===== src/rtl/key_edge_and_auto_repeat_unit_assert.svh =====
// Assertion macros for the key edge and auto-repeat unit.
`ifndef KEY_EDGE_AND_AUTO_REPEAT_UNIT_ASSERT_SVH
`define KEY_EDGE_AND_AUTO_REPEAT_UNIT_ASSERT_SVH

// Same-cycle implication, sampled on clk, off during rst.
`define KEAR_ASSERT_NOW(label, ante, cons, msg) \
  label: assert property (@(posedge clk) disable iff (rst) (ante) |-> (cons)) \
    else $error(msg);

// Next-cycle implication, sampled on clk, off during rst.
`define KEAR_ASSERT_NEXT(label, ante, cons, msg) \
  label: assert property (@(posedge clk) disable iff (rst) (ante) |=> (cons)) \
    else $error(msg);

`endif


===== src/rtl/kear_pkg.sv =====
// Shared constants and beat types of the key edge and auto-repeat unit.
package kear_pkg;

  localparam int KEY_COUNT  = 256;
  localparam int COUNT_BITS = 16;
  localparam int KEY_W      = 8;
  localparam int HOLD_W     = 16;
  localparam int CFG_W      = 16;
  localparam int IDX_W      = $clog2(KEY_COUNT);
  localparam int REM_W      = (COUNT_BITS > HOLD_W) ? COUNT_BITS : HOLD_W;
  localparam int CFG_IDX_W  = 1;

  localparam logic [CFG_IDX_W-1:0] REG_DELAY    = 1'b0;
  localparam logic [CFG_IDX_W-1:0] REG_INTERVAL = 1'b1;

  localparam logic [CFG_W-1:0] RESET_DELAY    = 16'd30;
  localparam logic [CFG_W-1:0] RESET_INTERVAL = 16'd5;

  typedef struct packed {
    logic [KEY_W-1:0] key_index;
    logic             key_down;
  } sample_t;

  typedef struct packed {
    logic [KEY_W-1:0]  key_id;
    logic              pressed;
    logic              press_edge;
    logic              release_edge;
    logic              repeat_pulse;
    logic [HOLD_W-1:0] hold_frames;
  } result_t;

  typedef struct packed {
    logic [CFG_W-1:0] delay;
    logic [CFG_W-1:0] interval;
  } cfg_t;

  typedef struct packed {
    logic [KEY_W-1:0]      key;
    logic                  now;
    logic                  press;
    logic                  release_e;
    logic [COUNT_BITS-1:0] cnt;
  } upd_t;

endpackage


===== src/rtl/kear_skid.sv =====
// Output register with one skid entry that frees the pipeline from the stall.
module kear_skid (
  input  logic              clk,
  input  logic              rst,
  input  logic              pipe_valid,
  input  kear_pkg::result_t pipe_data,
  output logic              pipe_ready,
  output logic              result_valid,
  output kear_pkg::result_t result,
  input  logic              result_stall
);

  logic              held_valid;
  kear_pkg::result_t held;

  assign pipe_ready = !held_valid;

  always_ff @(posedge clk) begin
    if (rst) begin
      result_valid <= 1'b0;
      held_valid   <= 1'b0;
    end else begin
      if (!result_valid || !result_stall) begin
        if (held_valid) begin
          result       <= held;
          result_valid <= 1'b1;
          held_valid   <= 1'b0;
        end else begin
          result       <= pipe_data;
          result_valid <= pipe_valid;
        end
      end else if (!held_valid && pipe_valid) begin
        held       <= pipe_data;
        held_valid <= 1'b1;
      end
    end
  end

endmodule


===== config.mk =====
export PLATFORM = sky130hd
export DESIGN_NAME = kear_skid
export DESIGN_NICKNAME = d
export VERILOG_FILES = /design/src/rtl/key_edge_and_auto_repeat_unit_assert.svh /design/src/rtl/kear_pkg.sv /design/src/rtl/kear_skid.sv
export SDC_FILE = /design/constraint.sdc
export NUM_CORES = 1
export LEC_CHECK = 0
export BUFFER_PORTS_ARGS = -buffer_cell sky130_fd_sc_hd__buf_2
export CAP_MARGIN = 20
export CELL_PAD_IN_SITES_DETAIL_PLACEMENT = 1
export CELL_PAD_IN_SITES_GLOBAL_PLACEMENT = 2
export CORE_MARGIN = 2
export CORE_UTILIZATION = 39
export DETAILED_ROUTE_END_ITERATION = 10
export HOLD_SLACK_MARGIN = 0.03
export PLACE_DENSITY_LB_ADDON = 0.1
export SYNTH_ARGS = -nofsm -noshare
export SYNTH_HDL_FRONTEND = slang
export SYNTH_SLANG_ARGS = --single-unit

===== constraint.sdc =====
create_clock -name clk -period 5.2 [get_ports clk]
set_clock_uncertainty 0.05 [all_clocks]
set_input_delay 1.56 -clock clk [delete_from_list [all_inputs] [get_ports clk]]
set_output_delay 1.56 -clock clk [all_outputs]
set_load 0.05 [all_outputs]

==> qor.txt <==
YS warnings -> 0
Clk root buf -> clkbuf_8
Initial antenna violation count -> 0
Post-DR wirelength/cell -> 15.9 um
Synthesized area per cell -> 22.0 um^2
Later-pin clock latency in the skew report -> 0.32 ns
Number of I/O pins -> 62
Origin of the critical flop-to-flop path -> held_valid
# diodes -> 0
Leakage -> 0.987 nW
Synth top cells by count -> edfxtp_1, mux2_2, buf_6
Post-synth EDFFs -> 56
CTS Buffer Depth -> 2
GR Util met1 -> 15.8%
GRT overflow -> 0
Worst flop-to-flop path endpoint -> held[20]
Hold Path Depth -> 1
Pin count of the biggest net entering global routing -> 31
CP required -> 5.15 ns
First-pass GRT wire length -> 6.07 mm
Die H -> 77.6 um
Top cells by area, synth -> edfxtp_1, mux2_2, dfxtp_1, buf_6, nor4b_2
Final GP Congestion -> 0.685
Worst stage delay on the critical path -> 0.67 ns
Slew @ Worst Pin -> 0.970 ns
Crit Path Category -> in2reg
CP Capture Type -> flop
Reg-to-reg slack, setup -> 3.10 ns
Syn-to-layout area delta -> 25.8%
Drt initial violations -> 63
Worst hold endpoint -> result[13]
CP startpoint kind -> input pin
Setup WS post-layout -> 2.29 ns
Asr flop ratio synth -> 0%
Post-synthesis adder-cell area fraction -> 0%
Post-CTS Resized -> 0
Post-route ant nets -> 0
Leading area contributor after synthesis -> edfxtp_1
Sequential fraction of the synthesis area -> 81.5%
GR Layer Usage met3 -> 5.70%
GR peak layer -> met2
Main synth FF type -> edfxtp_1
TritonCTS clock tree -> yes
Synth cell types -> 10
Status -> complete, no violations
Synth top area share -> 79.6%
Synth Register Bits -> 58
Pre-antenna DRT Iters -> 3
Synth Instances -> 96
CTS Hold Bufs -> 0
Via-to-Cell Ratio -> 4.68
Die Span X -> 77.6 um
Nets -> 199
Dpl hpwl -> 2.62 mm
GRT Overall Usage -> 13.9%
DIE AREA -> 6020 um^2
Clock sink count -> 58
Share of post-route cells with drive strength above 1 -> 61.4%
Min Tclk post-route -> 2.91 ns
Crit path cell chain -> buf_2, nand2_1, nor4b_4, buf_4
CP max stage cell -> nor4b_4
RSZ-0062 raised after global routing -> false
Post-CTS Setup Bufs -> 0
Num rows -> 26
Initial Utilization -> 40.8%
Syn nets -> 128
Final wirelength -> 3.83 mm
Period utilization -> 56.0%
Grt met2 use -> 22.1%
Mux contribution to synthesized area -> 14.9%
Max cap viols -> 0
Finished Layout Cells -> 241
IO buf count -> 61
# DRC -> 0
Pre-CTS setup slack -> 1.91 ns
Crit path arrival time -> 2.87 ns
Worst relative slew slack -> 35.2%
Worst IR Drop VDD -> 0.000159 V
CTS HTree Levels -> 3
Synth Area in XOR/XNOR -> 0%
Top-count cell post-synth -> edfxtp_1
FMAX -> 343 MHz
Synth Area in Simple Gates -> 1.30%
Placed insts -> 226
HP Class -> reg2reg
Reg2reg path depth -> 3
Final Hold Viols -> 0
Core Area -> 5170 um^2
Worst Setup SP -> result_stall
Netlist Area Pre-Place -> 2110 um^2
Vias in the first global route -> 1191
PwrDens -> 363 nW/um^2
Beginning of the worst hold path -> held[13]
Final setup fails -> 0
Crit path max fanout -> 17
Setup_tns -> 0 ns
CTS buffer count -> 9
Reg clk slew, reported paths -> 0.06 ns
Via count -> 1128
Synth Area in Compound Gates -> 0.474%
Final slew viol count -> 0
Largest family of logic cells by synthesized area -> multiplexers
==> logic make-up (layout without fill, tap and decap cells) <==
kind of cell           count (synthesis)  in the layout
muxes                                 28             28
buffers and inverters                  4             79
AOI/OAI and AO/OA                      2              2
DFF                                   58             58
and+or+nand+nor                        4              4
==> registers in the layout, summed over array words and instances, names as in the netlist <==
name and cells:
result 28, held_valid 1, held 28, result_valid 1
==> metal layers <==
metal  routed length [um]  up-vias
met1                 1580      561
li1                     -      522
met3                  207        6
met5                    0        -
met4                   52        0
met2                 1990       39
==> area by class of cell <==
cell class / count / area [um^2]
multi-input cells: 34 / 373
flip-flops and latches: 58 / 1720
clock buffers: 10 / 128
clock inverters: 5 / 22.5
fillers: 510 / 2520
well taps: 70 / 87.6
repair buffers: 63 / 320
inverters: 1 / 3.75
==> worst max-delay path by stage <==
stage | end | cells after the start | slack (ns)
5_1_grt | held[10] | 4 | 2.12
2_1_floorplan | held[0] | 2 | 1.42
3_3_place_gp | held[3] | 4 | 1.97
6_report | held[20] | 4 | 2.29
3_5_place_dp | held[20] | 4 | 1.91
4_1_cts | held[18] | 4 | 2.24
==> cell usage in the layout, fill, tap and decap left out, drive strengths merged <==
cell type,count
clkbuf,10
mux2,28
edfxtp,56
nor2,1
a21oi,2
clkinv,5
dfxtp,2
nor4b,1
buf,63
inv,1
nand2,1
nor3,1
==> through the flow <==
stage,power [mW],utilization [%],instance area (um^2),hold slack (ns)
6_report,0.965,51.4,2660,0.492
3_5_place_dp,0.656,48.5,2510,0.484
5_1_grt,1.00,51.4,2660,0.511
3_3_place_gp,0.653,48.5,2510,0.476
4_1_cts,0.980,51.4,2660,0.498
2_1_floorplan,0.621,-,2110,0.473
==> critical path, delay by kind of cell <==
| kind | cells | cell delay, ns |
|---|---|---|
| buffers and inverters | 2 | 0.50 |
| AND/OR/NAND/NOR | 2 | 0.79 |
==> where the power goes <==
| group | internal [mW] | switching (mW) | total [mW] | leakage [nW] |
|---|---|---|---|---|
| Combinational | 0.0299 | 0.0760 | 0.106 | 0.366 |
| Sequential | 0.534 | 0.00459 | 0.539 | 0.540 |
| Clock | 0.164 | 0.156 | 0.321 | 0.0808 |
| Total | 0.728 | 0.237 | 0.965 | 0.987 |
No activity file was read; power rests on OpenSTA's default activity.
