===== config.mk =====
export PLATFORM = sky130hd
export DESIGN_NAME = kear_state
export DESIGN_NICKNAME = d
export VERILOG_FILES = /design/src/rtl/key_edge_and_auto_repeat_unit_assert.svh /design/src/rtl/kear_pkg.sv /design/src/rtl/kear_state.sv
export SDC_FILE = /design/constraint.sdc
export NUM_CORES = 2
export LEC_CHECK = 0
export BUFFER_PORTS_ARGS = -buffer_cell sky130_fd_sc_hd__clkbuf_2
export CAP_MARGIN = 5
export CELL_PAD_IN_SITES_DETAIL_PLACEMENT = 1
export CELL_PAD_IN_SITES_GLOBAL_PLACEMENT = 2
export CORE_MARGIN = 3
export CORE_UTILIZATION = 54
export CTS_BUF_LIST = sky130_fd_sc_hd__clkbuf_16
export CTS_CLUSTER_DIAMETER = 120
export CTS_CLUSTER_SIZE = 10
export DETAILED_ROUTE_END_ITERATION = 8
export GPL_ROUTABILITY_DRIVEN = 0
export PLACE_DENSITY_LB_ADDON = 0.08
export SETUP_SLACK_MARGIN = 0.2
export SLEW_MARGIN = 40
export SYNTH_ARGS = -nofsm -noshare
export SYNTH_HDL_FRONTEND = slang
export SYNTH_MEMORY_MAX_BITS = 65536
export SYNTH_SLANG_ARGS = --single-unit

===== constraint.sdc =====
create_clock -name clk -period 33.9 [get_ports clk]
set_input_delay 1.695 -clock clk [delete_from_list [all_inputs] [get_ports clk]]
set_output_delay 1.695 -clock clk [all_outputs]
set_load 0.03 [all_outputs]

===== src/rtl/key_edge_and_auto_repeat_unit_assert.svh =====
// Assertion macros for the key edge and auto-repeat unit.
`ifndef KEY_EDGE_AND_AUTO_REPEAT_UNIT_ASSERT_SVH
`define KEY_EDGE_AND_AUTO_REPEAT_UNIT_ASSERT_SVH

// Same-cycle implication, sampled on clk, off during rst.
`define KEAR_ASSERT_NOW(label, ante, cons, msg) \
  label: assert property (@(posedge clk) disable iff (rst) (ante) |-> (cons)) \
    else $error(msg);

// Next-cycle implication, sampled on clk, off during rst.
`define KEAR_ASSERT_NEXT(label, ante, cons, msg) \
  label: assert property (@(posedge clk) disable iff (rst) (ante) |=> (cons)) \
    else $error(msg);

`endif


===== src/rtl/kear_pkg.sv =====
// Shared constants and beat types of the key edge and auto-repeat unit.
package kear_pkg;

  localparam int KEY_COUNT  = 256;
  localparam int COUNT_BITS = 16;
  localparam int KEY_W      = 8;
  localparam int HOLD_W     = 16;
  localparam int CFG_W      = 16;
  localparam int IDX_W      = $clog2(KEY_COUNT);
  localparam int REM_W      = (COUNT_BITS > HOLD_W) ? COUNT_BITS : HOLD_W;
  localparam int CFG_IDX_W  = 1;

  localparam logic [CFG_IDX_W-1:0] REG_DELAY    = 1'b0;
  localparam logic [CFG_IDX_W-1:0] REG_INTERVAL = 1'b1;

  localparam logic [CFG_W-1:0] RESET_DELAY    = 16'd30;
  localparam logic [CFG_W-1:0] RESET_INTERVAL = 16'd5;

  typedef struct packed {
    logic [KEY_W-1:0] key_index;
    logic             key_down;
  } sample_t;

  typedef struct packed {
    logic [KEY_W-1:0]  key_id;
    logic              pressed;
    logic              press_edge;
    logic              release_edge;
    logic              repeat_pulse;
    logic [HOLD_W-1:0] hold_frames;
  } result_t;

  typedef struct packed {
    logic [CFG_W-1:0] delay;
    logic [CFG_W-1:0] interval;
  } cfg_t;

  typedef struct packed {
    logic [KEY_W-1:0]      key;
    logic                  now;
    logic                  press;
    logic                  release_e;
    logic [COUNT_BITS-1:0] cnt;
  } upd_t;

endpackage


===== src/rtl/kear_state.sv =====
// Per-key level and hold count store with read-modify-write update stages.
module kear_state (
  input  logic              clk,
  input  logic              rst,
  input  logic              en,
  input  logic              sample_valid,
  input  kear_pkg::sample_t sample,
  output logic              upd_valid,
  output kear_pkg::upd_t    upd
);

  typedef struct packed {
    logic                            level;
    logic [kear_pkg::COUNT_BITS-1:0] cnt;
  } entry_t;

  localparam logic [kear_pkg::COUNT_BITS-1:0] CNT_MAX = {kear_pkg::COUNT_BITS{1'b1}};

  entry_t                         mem [kear_pkg::KEY_COUNT];
  logic [kear_pkg::KEY_COUNT-1:0] filled;

  logic [kear_pkg::IDX_W-1:0] in_addr;
  logic                       in_ok;

  logic                       s1_valid;
  logic [kear_pkg::KEY_W-1:0] s1_key;
  logic [kear_pkg::IDX_W-1:0] s1_addr;
  logic                       s1_down;
  logic                       s1_ok;
  entry_t                     rd;
  logic                       rd_ok;
  logic                       byp;
  entry_t                     byp_entry;

  entry_t         cur;
  entry_t         nxt;
  logic           wr;
  kear_pkg::upd_t upd_next;

  assign in_addr = kear_pkg::IDX_W'({{kear_pkg::IDX_W{1'b0}}, sample.key_index});
  assign in_ok   = 32'(sample.key_index) < kear_pkg::KEY_COUNT;

  always_comb begin
    if (byp) begin
      cur = byp_entry;
    end else if (rd_ok) begin
      cur = rd;
    end else begin
      cur = '0;
    end
    nxt.level = s1_down;
    if (!s1_down) begin
      nxt.cnt = '0;
    end else if (cur.cnt == CNT_MAX) begin
      nxt.cnt = cur.cnt;
    end else begin
      nxt.cnt = cur.cnt + kear_pkg::COUNT_BITS'(1);
    end
    upd_next.key       = s1_key;
    upd_next.now       = s1_ok & s1_down;
    upd_next.press     = s1_ok & ~cur.level & s1_down;
    upd_next.release_e = s1_ok & cur.level & ~s1_down;
    upd_next.cnt       = s1_ok ? nxt.cnt : '0;
  end

  assign wr = en && s1_valid && s1_ok;

  always_ff @(posedge clk) begin
    if (wr) begin
      mem[s1_addr] <= nxt;
    end
    if (en) begin
      rd <= mem[in_addr];
    end
  end

  always_ff @(posedge clk) begin
    if (rst) begin
      filled    <= '0;
      s1_valid  <= 1'b0;
      upd_valid <= 1'b0;
    end else begin
      if (wr) begin
        filled[s1_addr] <= 1'b1;
      end
      if (en) begin
        s1_valid  <= sample_valid;
        upd_valid <= s1_valid;
      end
    end
  end

  always_ff @(posedge clk) begin
    if (en) begin
      s1_key    <= sample.key_index;
      s1_addr   <= in_addr;
      s1_down   <= sample.key_down;
      s1_ok     <= in_ok;
      rd_ok     <= filled[in_addr];
      byp       <= wr && (s1_addr == in_addr);
      byp_entry <= nxt;
      upd       <= upd_next;
    end
  end

endmodule


==> summary.txt <==
Global routing
  • Vias in the first global route: 97560
  • First-pass GRT wire length: about 760000 um
  • Total gr overflow: 0
  • Overall Global Routing Usage: between 30% and 40%
  • Initial antenna violation count: 31
  • Largest net degree at the start of global routing: approximately 180

Route
  • Initial DRT Pass Iterations: 5
  • Vias per cell: ~7
  • Final antenna-violating net count: 0
  • Post-DR wirelength/cell: roughly 38 um
  • Drt drc: 0
  • Initial DRC count: between 10000 and 15000
  • Routed via count: 95580
  • WL final: about 540000 um
  • Met3 wire length: between 50000 and 60000 um
  • M1 wire length: roughly 220000 um
  • Max layer used: met5
  • WL met2: 249100 um

STA
  • Slew Viols, Final: 0
  • Worst slew pin tran: approximately 0.99 ns
  • Final hold violation count: 0
  • Hold WS: around 0.46 ns
  • Crit share post-route: just over 20%
  • Final WS setup: ~27 ns
  • Finish-stage setup viols: 0
  • RSZ-0062 raised after global routing: no
  • Clock period minus worst slack: around 7.0 ns
  • Highest clock rate: roughly 140 MHz
  • Worst slew margin: 34.07%
  • Clock Skews: 0.05264 ns
  • Final setup TNS: 0 ns

Setup path
  • Crit Path Class: in2reg
  • R2R cell count: 13
  • Required time worst endpoint: 34.63 ns
  • Most frequent CP cell: buf_4
  • Worst EP arrival: 7.76 ns
  • Startpoint types: primary input
  • CP Capture Type: flip-flop
  • Reg-to-Reg End: mem[253][10]$_DFFE_PP_
  • Critical path's largest stage delay: 0.70 ns
  • Cell Chain, Critical Path: buf_8 -> buf_4 -> buf_4 -> buf_4 -> buf_4 -> buf_4 -> mux4_2 -> mux4_2 -> mux2i_1 -> o32ai_1 -> buf_4 -> nor3_1 -> nor4_1
  • Cell family with most CP delay: buffers and inverters
  • R2r setup slk: approximately 28 ns
  • CP Buf/Inv Count: 7
  • Slowest cell on crit path: buf_4
  • Worst-path fanout max: 47
  • FF-to-FF Start: rd_ok$_DFFE_PP_

Die
  • Die height: 584.4 um
  • DIE WIDTH: approximately 580 um
  • Area of the die: between 0.3 and 0.4 mm2
  • Initial Util: a little over half
  • Rows: between 200 and 250
  • I/O Pins: 41
  • Core area: around 0.33 mm2

Synth
  • Synth cell types: 73
  • Warnings from Yosys: 0
  • Post-synth EDFFs: around 4400
  • Seq/Total Area, Yosys: 76.11%
  • Main synth FF type: edfxtp_1
  • FF+latch count, synth: around 4700
  • Syn Inst Count: roughly 8800
  • Net Count, Synth: roughly 8900
  • Syn Std Cell Area: approximately 0.18 mm2
  • Ys async rst share: 0%
  • Synth Area per Inst: 20.42 um2

Placed design
  • DP Area: about 0.19 mm2
  • IO Port Bufs: 40
  • Pre-CTS setup slack: 25.71 ns
  • HPWL Detailed: 318900 um

Cells and area
  • Final core occ: 61.84%
  • P&R area growth vs syn: 13.50%
  • Commonest non-fill, non-tap cell in the layout: edfxtp_1
  • Finished Cell Area: between 0.2 and 0.25 mm2
  • Fraction of layout cells with a size suffix above 1: 26.25%
  • Final nets: 9370
  • Commonest cells after routing, fill and taps aside: 4407 x edfxtp_1, 952 x mux4_2, 553 x clkbuf_16, 547 x nor2_1, 441 x mux2i_1

Clocking
  • # H-tree levels: 6
  • CTS Buffer Depth: 4
  • Clk Latency, worst-skew pair: approximately 1.0 ns
  • Inserted Clock Buffers: ~540
  • Num Clock Sinks: between 4000 and 5000
  • Root Buffer: clkbuf_16
  • CTS clk-pin slew, worst paths: ~0.050 ns
  • Number of post-CTS setup repair buffers: 0
  • Hold_buf cts: 0
  • Cts repair resizes: 0
  • TritonCTS clock tree: built

Job
  • Max-cap check violation count: 0

Hold path
  • Min-delay src: filled[179]$_SDFFE_PP0P_
  • Worst hold path depth: 2
  • Worst Hold Path EP: filled[179]$_SDFFE_PP0P_
  • Worst Hold Class: reg2reg

Status
  • Status: complete, no violations

Power
  • Leak pwr: 0.06632 uW
  • Peak VDD IR: about 0.053 mV
  • Power per cell area: just under 60 mW/mm2
## Yosys cell counts, types with 52 or more instances
library cell	n	area, um2
a211oi_1	66	495.5
a21oi_1	117	585.6
a221oi_1	75	656.9
a22oi_1	76	570.6
buf_2	114	570.6
buf_4	52	390.4
clkbuf_1	248	930.9
dfxtp_1	258	5165
edfxtp_1	4407	132300
mux2_2	69	777.0
mux2i_1	441	4414
mux4_2	952	21440
nand2_1	107	401.6
nor2_1	753	2826
nor3_1	115	575.6
nor4_1	55	344.1
o21ai_0	60	300.3
o221ai_1	161	1410
o22ai_1	135	844.6
## layer usage
| metal | global-route usage, % | vias to the layer above |
|---|---|---|
| met5 | 0 | - |
| met4 | 9.897 | 16 |
| met3 | 6.139 | 908 |
| met2 | 47.96 | 5147 |
| met1 | 46.48 | 51690 |
| li1 | - | 37820 |
## per-stage QoR
stage	total power, uW	std cells
after floorplan	6926	8847
after global placement	7135	13090
after detailed placement	7168	13160
after CTS	12230	13980
after global routing	12500	14000
final	12170	14010
## tightest hold or removal path, delay by kind of cell, from the launching register on
family	cells	cell delay, ns
flip-flops	1	0.32
AND/OR/NAND/NOR	2	0.12
## sequential cells by signal, indices dropped and copies added (netlist names)
register	flops
mem	4352
filled	256
upd	27
rd	17
s1_addr	8
byp	1
rd_ok	1
s1_down	1
s1_valid	1
upd_valid	1
## cells by family after synthesis
group                    after synthesis  synth area share [%]
AO/OA/AOI/OAI                        906                 3.803
AND/OR/NAND/NOR                     1221                 3.002
flip-flops                          4665                 76.11
multiplexers                        1485                 15.08
adder cells (fa/ha/maj)                1              0.006924
XOR/XNOR                              17               0.08242
buffers and inverters                552                 1.921
## report_power, final
part	leakage [uW]	switching [uW]	internal, uW	total [uW]
logic	0.0157	476	200	675
clock network	0.00821	2210	2900	5100
registers	0.0424	14.5	6370	6390
## layout make-up
| class | count | area [um2] |
|---|---|---|
| Timing Repair Buffer | 519 | 5509 |
| Tap cell | 4366 | 5463 |
| Antenna cell | 10 | 25.02 |
| Clock buffer | 550 | 13760 |
| Multi-Input combinational cell | 3630 | 41450 |
| Inverter | 4 | 28.78 |
| Clock inverter | 266 | 1311 |
| Fill cell | 26980 | 126500 |
| Sequential cell | 4665 | 137500 |
## worst max path at each step
stage                            to              start  cells after the start
2_1_floorplan  mem[0][11]$_DFFE_PP_  s1_down$_DFFE_PP_                      2
6_report            rd[4]$_DFFE_PP_          sample[2]                     13
4_1_cts             rd[8]$_DFFE_PP_          sample[1]                     12
5_1_grt             rd[6]$_DFFE_PP_          sample[2]                     12
3_5_place_dp        rd[8]$_DFFE_PP_          sample[1]                     12
3_3_place_gp        rd_ok$_DFFE_PP_          sample[1]                     13
Power figures use the tool's default switching activity.
