<file path="config.mk">
export PLATFORM = sky130hd
export DESIGN_NAME = kear_rem
export DESIGN_NICKNAME = d
export VERILOG_FILES = /design/src/rtl/key_edge_and_auto_repeat_unit_assert.svh /design/src/rtl/kear_pkg.sv /design/src/rtl/kear_rem.sv
export SDC_FILE = /design/constraint.sdc
export NUM_CORES = 1
export LEC_CHECK = 0
export ABC_AREA = 1
export BUFFER_PORTS_ARGS = -buffer_cell sky130_fd_sc_hd__buf_2
export CORE_ASPECT_RATIO = 0.6
export CORE_MARGIN = 2
export CORE_UTILIZATION = 36
export CTS_BUF_LIST = sky130_fd_sc_hd__clkbuf_16
export DETAILED_ROUTE_END_ITERATION = 10
export MAX_ROUTING_LAYER = met4
export SYNTH_ARGS = -nofsm -noshare
export SYNTH_HDL_FRONTEND = slang
export SYNTH_SLANG_ARGS = --single-unit
</file>
<file path="constraint.sdc">
create_clock -name clk -period 3.35 [get_ports clk]
set_clock_uncertainty 0.1 [all_clocks]
set_input_delay 0.335 -clock clk [delete_from_list [all_inputs] [get_ports clk]]
set_output_delay 0.335 -clock clk [all_outputs]
set_load 0.03 [all_outputs]
</file>
<file path="src/rtl/key_edge_and_auto_repeat_unit_assert.svh">
// Assertion macros for the key edge and auto-repeat unit.
`ifndef KEY_EDGE_AND_AUTO_REPEAT_UNIT_ASSERT_SVH
`define KEY_EDGE_AND_AUTO_REPEAT_UNIT_ASSERT_SVH

// Same-cycle implication, sampled on clk, off during rst.
`define KEAR_ASSERT_NOW(label, ante, cons, msg) \
  label: assert property (@(posedge clk) disable iff (rst) (ante) |-> (cons)) \
    else $error(msg);

// Next-cycle implication, sampled on clk, off during rst.
`define KEAR_ASSERT_NEXT(label, ante, cons, msg) \
  label: assert property (@(posedge clk) disable iff (rst) (ante) |=> (cons)) \
    else $error(msg);

`endif

</file>
<file path="src/rtl/kear_pkg.sv">
// Shared constants and beat types of the key edge and auto-repeat unit.
package kear_pkg;

  localparam int KEY_COUNT  = 256;
  localparam int COUNT_BITS = 16;
  localparam int KEY_W      = 8;
  localparam int HOLD_W     = 16;
  localparam int CFG_W      = 16;
  localparam int IDX_W      = $clog2(KEY_COUNT);
  localparam int REM_W      = (COUNT_BITS > HOLD_W) ? COUNT_BITS : HOLD_W;
  localparam int CFG_IDX_W  = 1;

  localparam logic [CFG_IDX_W-1:0] REG_DELAY    = 1'b0;
  localparam logic [CFG_IDX_W-1:0] REG_INTERVAL = 1'b1;

  localparam logic [CFG_W-1:0] RESET_DELAY    = 16'd30;
  localparam logic [CFG_W-1:0] RESET_INTERVAL = 16'd5;

  typedef struct packed {
    logic [KEY_W-1:0] key_index;
    logic             key_down;
  } sample_t;

  typedef struct packed {
    logic [KEY_W-1:0]  key_id;
    logic              pressed;
    logic              press_edge;
    logic              release_edge;
    logic              repeat_pulse;
    logic [HOLD_W-1:0] hold_frames;
  } result_t;

  typedef struct packed {
    logic [CFG_W-1:0] delay;
    logic [CFG_W-1:0] interval;
  } cfg_t;

  typedef struct packed {
    logic [KEY_W-1:0]      key;
    logic                  now;
    logic                  press;
    logic                  release_e;
    logic [COUNT_BITS-1:0] cnt;
  } upd_t;

endpackage

</file>
<file path="src/rtl/kear_rem.sv">
// Repeat decision: delay compare and a bit-per-stage remainder pipeline.
module kear_rem (
  input  logic              clk,
  input  logic              rst,
  input  logic              en,
  input  kear_pkg::cfg_t    cfg,
  input  logic              upd_valid,
  input  kear_pkg::upd_t    upd,
  output logic              res_valid,
  output kear_pkg::result_t res
);

  localparam int RW = kear_pkg::REM_W;
  localparam int CW = kear_pkg::CFG_W;

  typedef struct packed {
    logic [kear_pkg::KEY_W-1:0]  key;
    logic                        pressed;
    logic                        press;
    logic                        release_e;
    logic                        nz;
    logic                        one;
    logic                        ge;
    logic [kear_pkg::HOLD_W-1:0] hold;
    logic [RW-1:0]               dvd;
    logic [CW-1:0]               rem;
  } stage_t;

  function automatic stage_t rem_step(stage_t s, logic [CW-1:0] ivl);
    stage_t      r;
    logic [CW:0] shifted;
    r       = s;
    shifted = {s.rem, s.dvd[RW-1]};
    if (shifted >= {1'b0, ivl}) begin
      r.rem = CW'(shifted - {1'b0, ivl});
    end else begin
      r.rem = shifted[CW-1:0];
    end
    r.dvd = s.dvd << 1;
    return r;
  endfunction

  stage_t        pipe [RW+1];
  stage_t        stepped [RW];
  logic [RW:0]   pv;
  stage_t        s0;
  logic [CW-1:0] ivl;
  logic [RW-1:0] cnt_w;
  logic [RW-1:0] dly_w;
  stage_t        last;

  assign ivl   = (cfg.interval == '0) ? CW'(1) : cfg.interval;
  assign cnt_w = RW'(upd.cnt);
  assign dly_w = RW'(cfg.delay);

  always_comb begin
    s0.key       = upd.key;
    s0.pressed   = upd.now;
    s0.press     = upd.press;
    s0.release_e = upd.release_e;
    s0.nz        = cnt_w != '0;
    s0.one       = cnt_w == RW'(1);
    s0.ge        = cnt_w >= dly_w;
    if (cnt_w > RW'({kear_pkg::HOLD_W{1'b1}})) begin
      s0.hold = {kear_pkg::HOLD_W{1'b1}};
    end else begin
      s0.hold = cnt_w[kear_pkg::HOLD_W-1:0];
    end
    s0.dvd = cnt_w - dly_w;
    s0.rem = '0;
  end

  always_comb begin
    for (int j = 0; j < RW; j++) begin
      stepped[j] = rem_step(pipe[j], ivl);
    end
  end

  always_ff @(posedge clk) begin
    if (rst) begin
      pv <= '0;
    end else if (en) begin
      pv <= {pv[RW-1:0], upd_valid};
    end
  end

  always_ff @(posedge clk) begin
    if (en) begin
      pipe[0] <= s0;
      for (int j = 0; j < RW; j++) begin
        pipe[j+1] <= stepped[j];
      end
    end
  end

  assign last      = pipe[RW];
  assign res_valid = pv[RW];

  always_comb begin
    res.key_id       = last.key;
    res.pressed      = last.pressed;
    res.press_edge   = last.press;
    res.release_edge = last.release_e;
    res.repeat_pulse = last.nz && (last.one || (last.ge && (last.rem == '0)));
    res.hold_frames  = last.hold;
  end

endmodule

</file>
==> results of run 1 <==
kinds of logic after synthesis:
| logic type | synth area share [%] |
|---|---|
| adders and majority gates | 7.36 |
| DFF | 56.9 |
| xor gates and xnor gates | 2.05 |
| AOI/OAI and AO/OA | 2.12 |
| and+or+nand+nor | 24.9 |
| buffers and inverters | 6.70 |
synthesized netlist by cell type, types with 17 or more instances:
cell / number / share of area (%)
nor2_1: 216 / 1.7
o21ai_0: 17 / 0.18
ha_1: 258 / 6.7
nor3_1: 40 / 0.42
xnor2_1: 27 / 0.49
nand3_1: 432 / 4.5
inv_2: 19 / 0.15
xor2_1: 86 / 1.6
edfxtp_1: 902 / 56
nand4_1: 67 / 0.87
nand2_4: 30 / 0.70
nand3_2: 27 / 0.56
nor3_2: 29 / 0.60
buf_2: 30 / 0.31
buf_4: 33 / 0.51
dfxtp_1: 17 / 0.71
nand2_1: 1710 / 13
a21oi_1: 138 / 1.4
inv_1: 675 / 5.3
nand2_2: 93 / 1.2
state kept, by name, summed over array words and instances, names as in the netlist:
register  count
pipe        902
pv           17
final cells by class:
| type | count | area, sq um |
|---|---|---|
| fill | 12910 | 76700 |
| sequential | 919 | 27400 |
| multi-input combinational | 3274 | 17500 |
| inverter | 695 | 2610 |
| timing repair buffer | 325 | 2440 |
| clock buffer | 92 | 2300 |
| tap | 1785 | 2230 |
| clock inverter | 81 | 982 |
| antenna | 2 | 5.00 |
metal layers:
metal,global-route usage [%],up-vias,routed length (um)
met2,21.6,1236,43400
met5,-,-,0
li1,-,17077,-
met4,4.34,0,2420
met3,5.53,140,13100
met1,30.1,16031,65900
path summary, 6_finish.rpt:
check	startpoint	to	slack [ps]	cells past startpoint
worst max-delay path	cfg[4]	pipe[0][1004]	420	18
worst min-delay path	cfg[2]	pipe[0][66]	100	4
worst max register to register	pipe[0][321]	pipe[0][383]	730	11
worst min register to register	pipe[0][401]	pipe[0][464]	290	0
through the flow:
stage,setup WS (ps),std cells,TNS (ps),hold WS [ps]
5_1_grt,243,7173,0,101
4_1_cts,360,7171,0,38.8
3_5_place_dp,-326,6964,-20870,305
3_3_place_gp,-282,6964,-12420,300
6_report,420,7173,0,98.1
2_1_floorplan,351,4971,0,300
worst max-delay path, stage by stage:
cell and delay, ps:
buf_2 100, inv_1 60, nand2_1 210, nor3_1 540, a41o_1 350, buf_4 220, ha_1 160, inv_1 50
fa_1 390, nand2_1 90, nand2_1 110, buf_4 170, nand4_1 120, nand3_1 80, nand2_1 60, nand2_1 50
nand2_1 70, nand2_1 50
power by group through the flow:
| stage | logic, mW | registers [mW] | clock network (mW) |
|---|---|---|---|
| final | 17.3 | 16.8 | 11.1 |
| after global placement | 16.7 | 16.9 | 0 |
| after CTS | 16.9 | 16.7 | 11.5 |
| after floorplan | 12.2 | 16.0 | 0 |
| after global routing | 19.4 | 16.9 | 11.9 |
| after detailed placement | 16.8 | 16.9 | 0 |
repair_timing:
item	4_1_cts	5_1_grt
setup endpoints to repair	0	0
hold buffers	34	0
endpoints found under the hold margin	75	0
==> flow_summary.toml, run 1 <==
[detailed_routing]
drc = 0
num_vias = 34484
drt_iter0_drc = 3766
wl_per_cell_um = 17.4
wl_um = 125000
vias_per_cell = 4.81
ant_nets = 0
firstDrtPassIters = 6

[synthesis]
ys_ff_latch = 919
synth_edf_count = 902
synthesis.nets = 5308
syn-mean-instance-area_sq_um = 9.69
synthArstFlopShare_pct = 0
synth_ff_type = "edfxtp_1"
netlist_area_sq_um = 48200
syn_inst = 4971
synth.yosys.warnings = 0
synth_cell_type_count = 40
ys_seq_area_share_pct = 56.9

[timing]
period_needed_ps = 2930
period_share_pct = 87.5
slew_viol_final = 0
tightest_slew_ps = 669
hold_viol_final = 0
slew_headroom_pct = 55.4
setup_viol = 0
max_freq_mhz = 341
rsz0062_at_grt = "no"

[clock_tree]
path_clk_slew_ps = 70
cts_tree = "built"
cts-root-buf = "clkbuf_16"
clock_sinks = 919
numCtsBuffers = 92
htreeDepth = 3
cts_resized = 0
clk_latency_ps = 720
clockBufferDepth = 3
post_cts_buffers = 0

[pwr]
power_frac_comb_pct = 38.3
p_leak_nw = 25.5
swShare_pct = 39.0
powerDensity_nw_per_um2 = 813
p_sw_mw = 17.6
seq_power_share_pct = 37.1
ir_drop_v = 0.000448
internal_power_mw = 27.6
p_clk_share_pct = 24.6
power.total_mw = 45.2

[setup_path]
timing.setup.critical_path_class = "input port to flop"
crit_arrival_ps = 3240
cp.required_ps = 3660
crit_fanout = 4
crit_path_start_kind = "input port"
cp-end-kind = "flop"

[job]
max-cap-violations = 0

[placement]
finalWeightedCongestion = 0.971
place_hpwl_um = 90600
port_buffers = 91
post_dp_cell_area_sq_um = 51900

[die]
ios = 92
die_x_um = 476
fp.coreArea_sq_um = 132000
dieHeight_um = 287
start_util_pct = 36.4
fp.dieArea_sq_um = 137000
std_cell_rows = 103

[cells_and_area]
nNetsFinal = 5644
syn2layout_area_growth_pct = 15.2
finalInstanceArea_sq_um = 55500
final_common_cell = "nand2_1"
postLayoutCoreUtil_pct = 42.0
drive_gt1_share_pct = 12.7
most-common-layout-cells = "1,710 x nand2_1, 902 x edfxtp_1, 680 x inv_1, 432 x nand3_1, 258 x ha_1"

[global_route]
grt_overflow = 0
grt_usage_pct = 18.6
grt_pass1_vias = 31242
grt_pass1_wl_um = 189000
grt_max_degree = 115
antenna_found_initial = 4

[outcome]
status = "finished clean"

[hold_path]
hold_path_class = "input port to flop"
Note: power is estimated with default switching activity, not from simulation.
==> inputs of run 2 (changes only) <==
- BUFFER_PORTS_ARGS: -buffer_cell sky130_fd_sc_hd__buf_2 -> -buffer_cell sky130_fd_sc_hd__clkbuf_2
- CORE_UTILIZATION: 36 -> 60
- PLACE_DENSITY: unset -> 0.77
==> flow_summary.toml, run 2 (synthesis results as in run 1) <==
[outcome]
status = "finished clean"

[placement]
port_buffers = 91
place_hpwl_um = 85100
finalWeightedCongestion = 1.01

[clock_tree]
cts_tree = "built"
numCtsBuffers = 80
path_clk_slew_ps = 70
cts_resized = 0
post_cts_buffers = 0
clock_sinks = 919
clockBufferDepth = 3
htreeDepth = 3
cts-root-buf = "clkbuf_16"
clk_latency_ps = 710

[setup_path]
rr_worst_depth = 11
crit_fanout = 1
crit_buf_inv = 1
reg2reg_slack_ps = 820
rr_startpoint = "pipe[0][685]"
crit_chain = "nor4_1 -> nand4_1 -> a21boi_0 -> clkbuf_2"
crit_arrival_ps = 2480
crit_path_start_kind = "flop"
critPathSlowestCell = "nor4_1"
slowest_delay_ps = 430
crit_family = "simple AND/OR/NAND/NOR gates"
r2r-end = "pipe[0][745]"
cp-end-kind = "primary output"
cp.required_ps = 2910
timing.setup.critical_path_class = "flop to primary output"

[hold_path]
whs_endpoint = "pipe[0][352]"
min_path_cells = 1
min_from = "en"
hold_path_class = "input port to flop"

[cells_and_area]
regMostFlops = "pipe"
final_common_cell = "nand2_1"
largest_reg_flops = 902
nNetsFinal = 5542
most-common-layout-cells = "1,710 x nand2_1, 902 x edfxtp_1, 691 x inv_1, 432 x nand3_1, 258 x ha_1"
fillers = 6219
postLayoutCoreUtil_pct = 67.1
largestRegisters = "pipe x902, pv x17"
syn2layout_area_growth_pct = 10.7
drive_gt1_share_pct = 10.7

[timing]
period_needed_ps = 2920
period_share_pct = 87.1
max_freq_mhz = 343
rsz0062_at_grt = "no"
slew_viol_final = 0
hold_viol_final = 0
tightest_slew_ps = 671
slew_headroom_pct = 55.2
setup_viol = 0
fin_tns_setup_ps = 0

[pwr]
p_leak_nw = 24.8
p_clk_share_pct = 21.2
p_sw_mw = 17.1
swShare_pct = 40.0
seq_power_share_pct = 39.2
ir_drop_v = 0.000800
internal_power_mw = 25.6
power_frac_comb_pct = 39.6
powerDensity_nw_per_um2 = 799

[die]
fp.coreArea_sq_um = 79500
std_cell_rows = 80
ios = 92
die_x_um = 370
start_util_pct = 60.6
fp.dieArea_sq_um = 82700
dieHeight_um = 224

[job]
max-cap-violations = 0

[global_route]
grt_pass1_vias = 31300
grt_max_degree = 101
antenna_found_initial = 1
grt_overflow = 0
grt_usage_pct = 30.2
grt_pass1_wl_um = 183000

[detailed_routing]
vias_per_cell = 5.46
wl_per_cell_um = 19.0
firstDrtPassIters = 6
wl_um = 120000
ant_nets = 0
drt_iter0_drc = 4236
drc = 0
num_vias = 34561
## run 2: changes by cell type in the layout (fill, tap and decap cells not counted), moves of 2 or more
cell           delta
clkbuf_2         +90
inv_2             +5
buf_2            -90
clkinv_2          -5
clkbuf_16        -11
inv_6             -4
buf_4            -97
dlygate4sd3_1     -2
inv_1            +11
bufinv_16        -14
clkinv_16         +2
clkinv_1          -9
buf_12            +9
## run 2: layout make-up
type                            instances  area, sq um  area share, %
Inverter                              695         2610           4.89
Antenna cell                            1         2.50        0.00469
Sequential cell                       919        27400           51.4
Clock inverter                         64          542           1.02
Multi-Input combinational cell       3274        17500           32.9
Timing Repair Buffer                  235         1880           3.52
Tap cell                             1066         1330           2.50
Clock buffer                           81         2030           3.80
## run 2: how the worst max path moves through the flow
stage	slack [ps]	startpoint	end	cells after the start
global route	240	pipe[0][1002]	res[16]	6
CTS	350	pipe[0][1002]	res[16]	6
detailed placement	7	cfg[3]	pipe[0][696]	19
floorplan	350	cfg[4]	pipe[0][138]	17
finish	430	pipe[0][1001]	res[16]	4
global placement	140	cfg[9]	pipe[0][324]	19
## run 2: power groups by stage
| stage | Sequential [mW] | Clock, mW | Combinational (mW) |
|---|---|---|---|
| 2_1_floorplan | 16.0 | 0 | 12.2 |
| 3_3_place_gp | 16.8 | 0 | 16.1 |
| 3_5_place_dp | 16.8 | 0 | 16.3 |
| 4_1_cts | 16.6 | 9.23 | 16.4 |
| 5_1_grt | 16.8 | 9.68 | 18.9 |
| 6_report | 16.7 | 9.05 | 16.9 |
## run 2: timing repair
| action | CTS | global route |
|---|---|---|
| endpoints found under the setup margin | 0 | 0 |
| hold endpoints to repair | 48 | 0 |
| hold buffers | 32 | 0 |
## run 2: worst register-to-register path, stage by stage (launching register included)
cell,delay (ps)
edfxtp_1,480
ha_1,390
nand2_1,160
nor2_1,70
nand2_1,80
nand3_2,120
nand2_1,170
nand2_2,100
nand2_4,210
nand2_4,190
nand2_1,120
nand2_1,80
## run 2: per-layer routing
layer,vias up,GRT usage [%],routed length (um)
met2,1579,37.3,45000
met3,158,9.89,15700
met4,0,5.57,2020
met1,15961,47.9,57800
li1,16863,-,-
met5,-,-,0
## run 2: metrics by stage
stage                     area (sq um)  power, mW  hold WS [ps]  worst slack [ps]  cells
after floorplan                  48200       28.2           300               351   4971
after global placement           50500       32.9           300               137   6157
after detailed placement         50500       33.0           305              6.70   6157
after CTS                        53400       42.2          29.2               355   6334
after global routing             53400       45.4          46.2               244   6335
final                            53400       42.6          58.5               432   6335
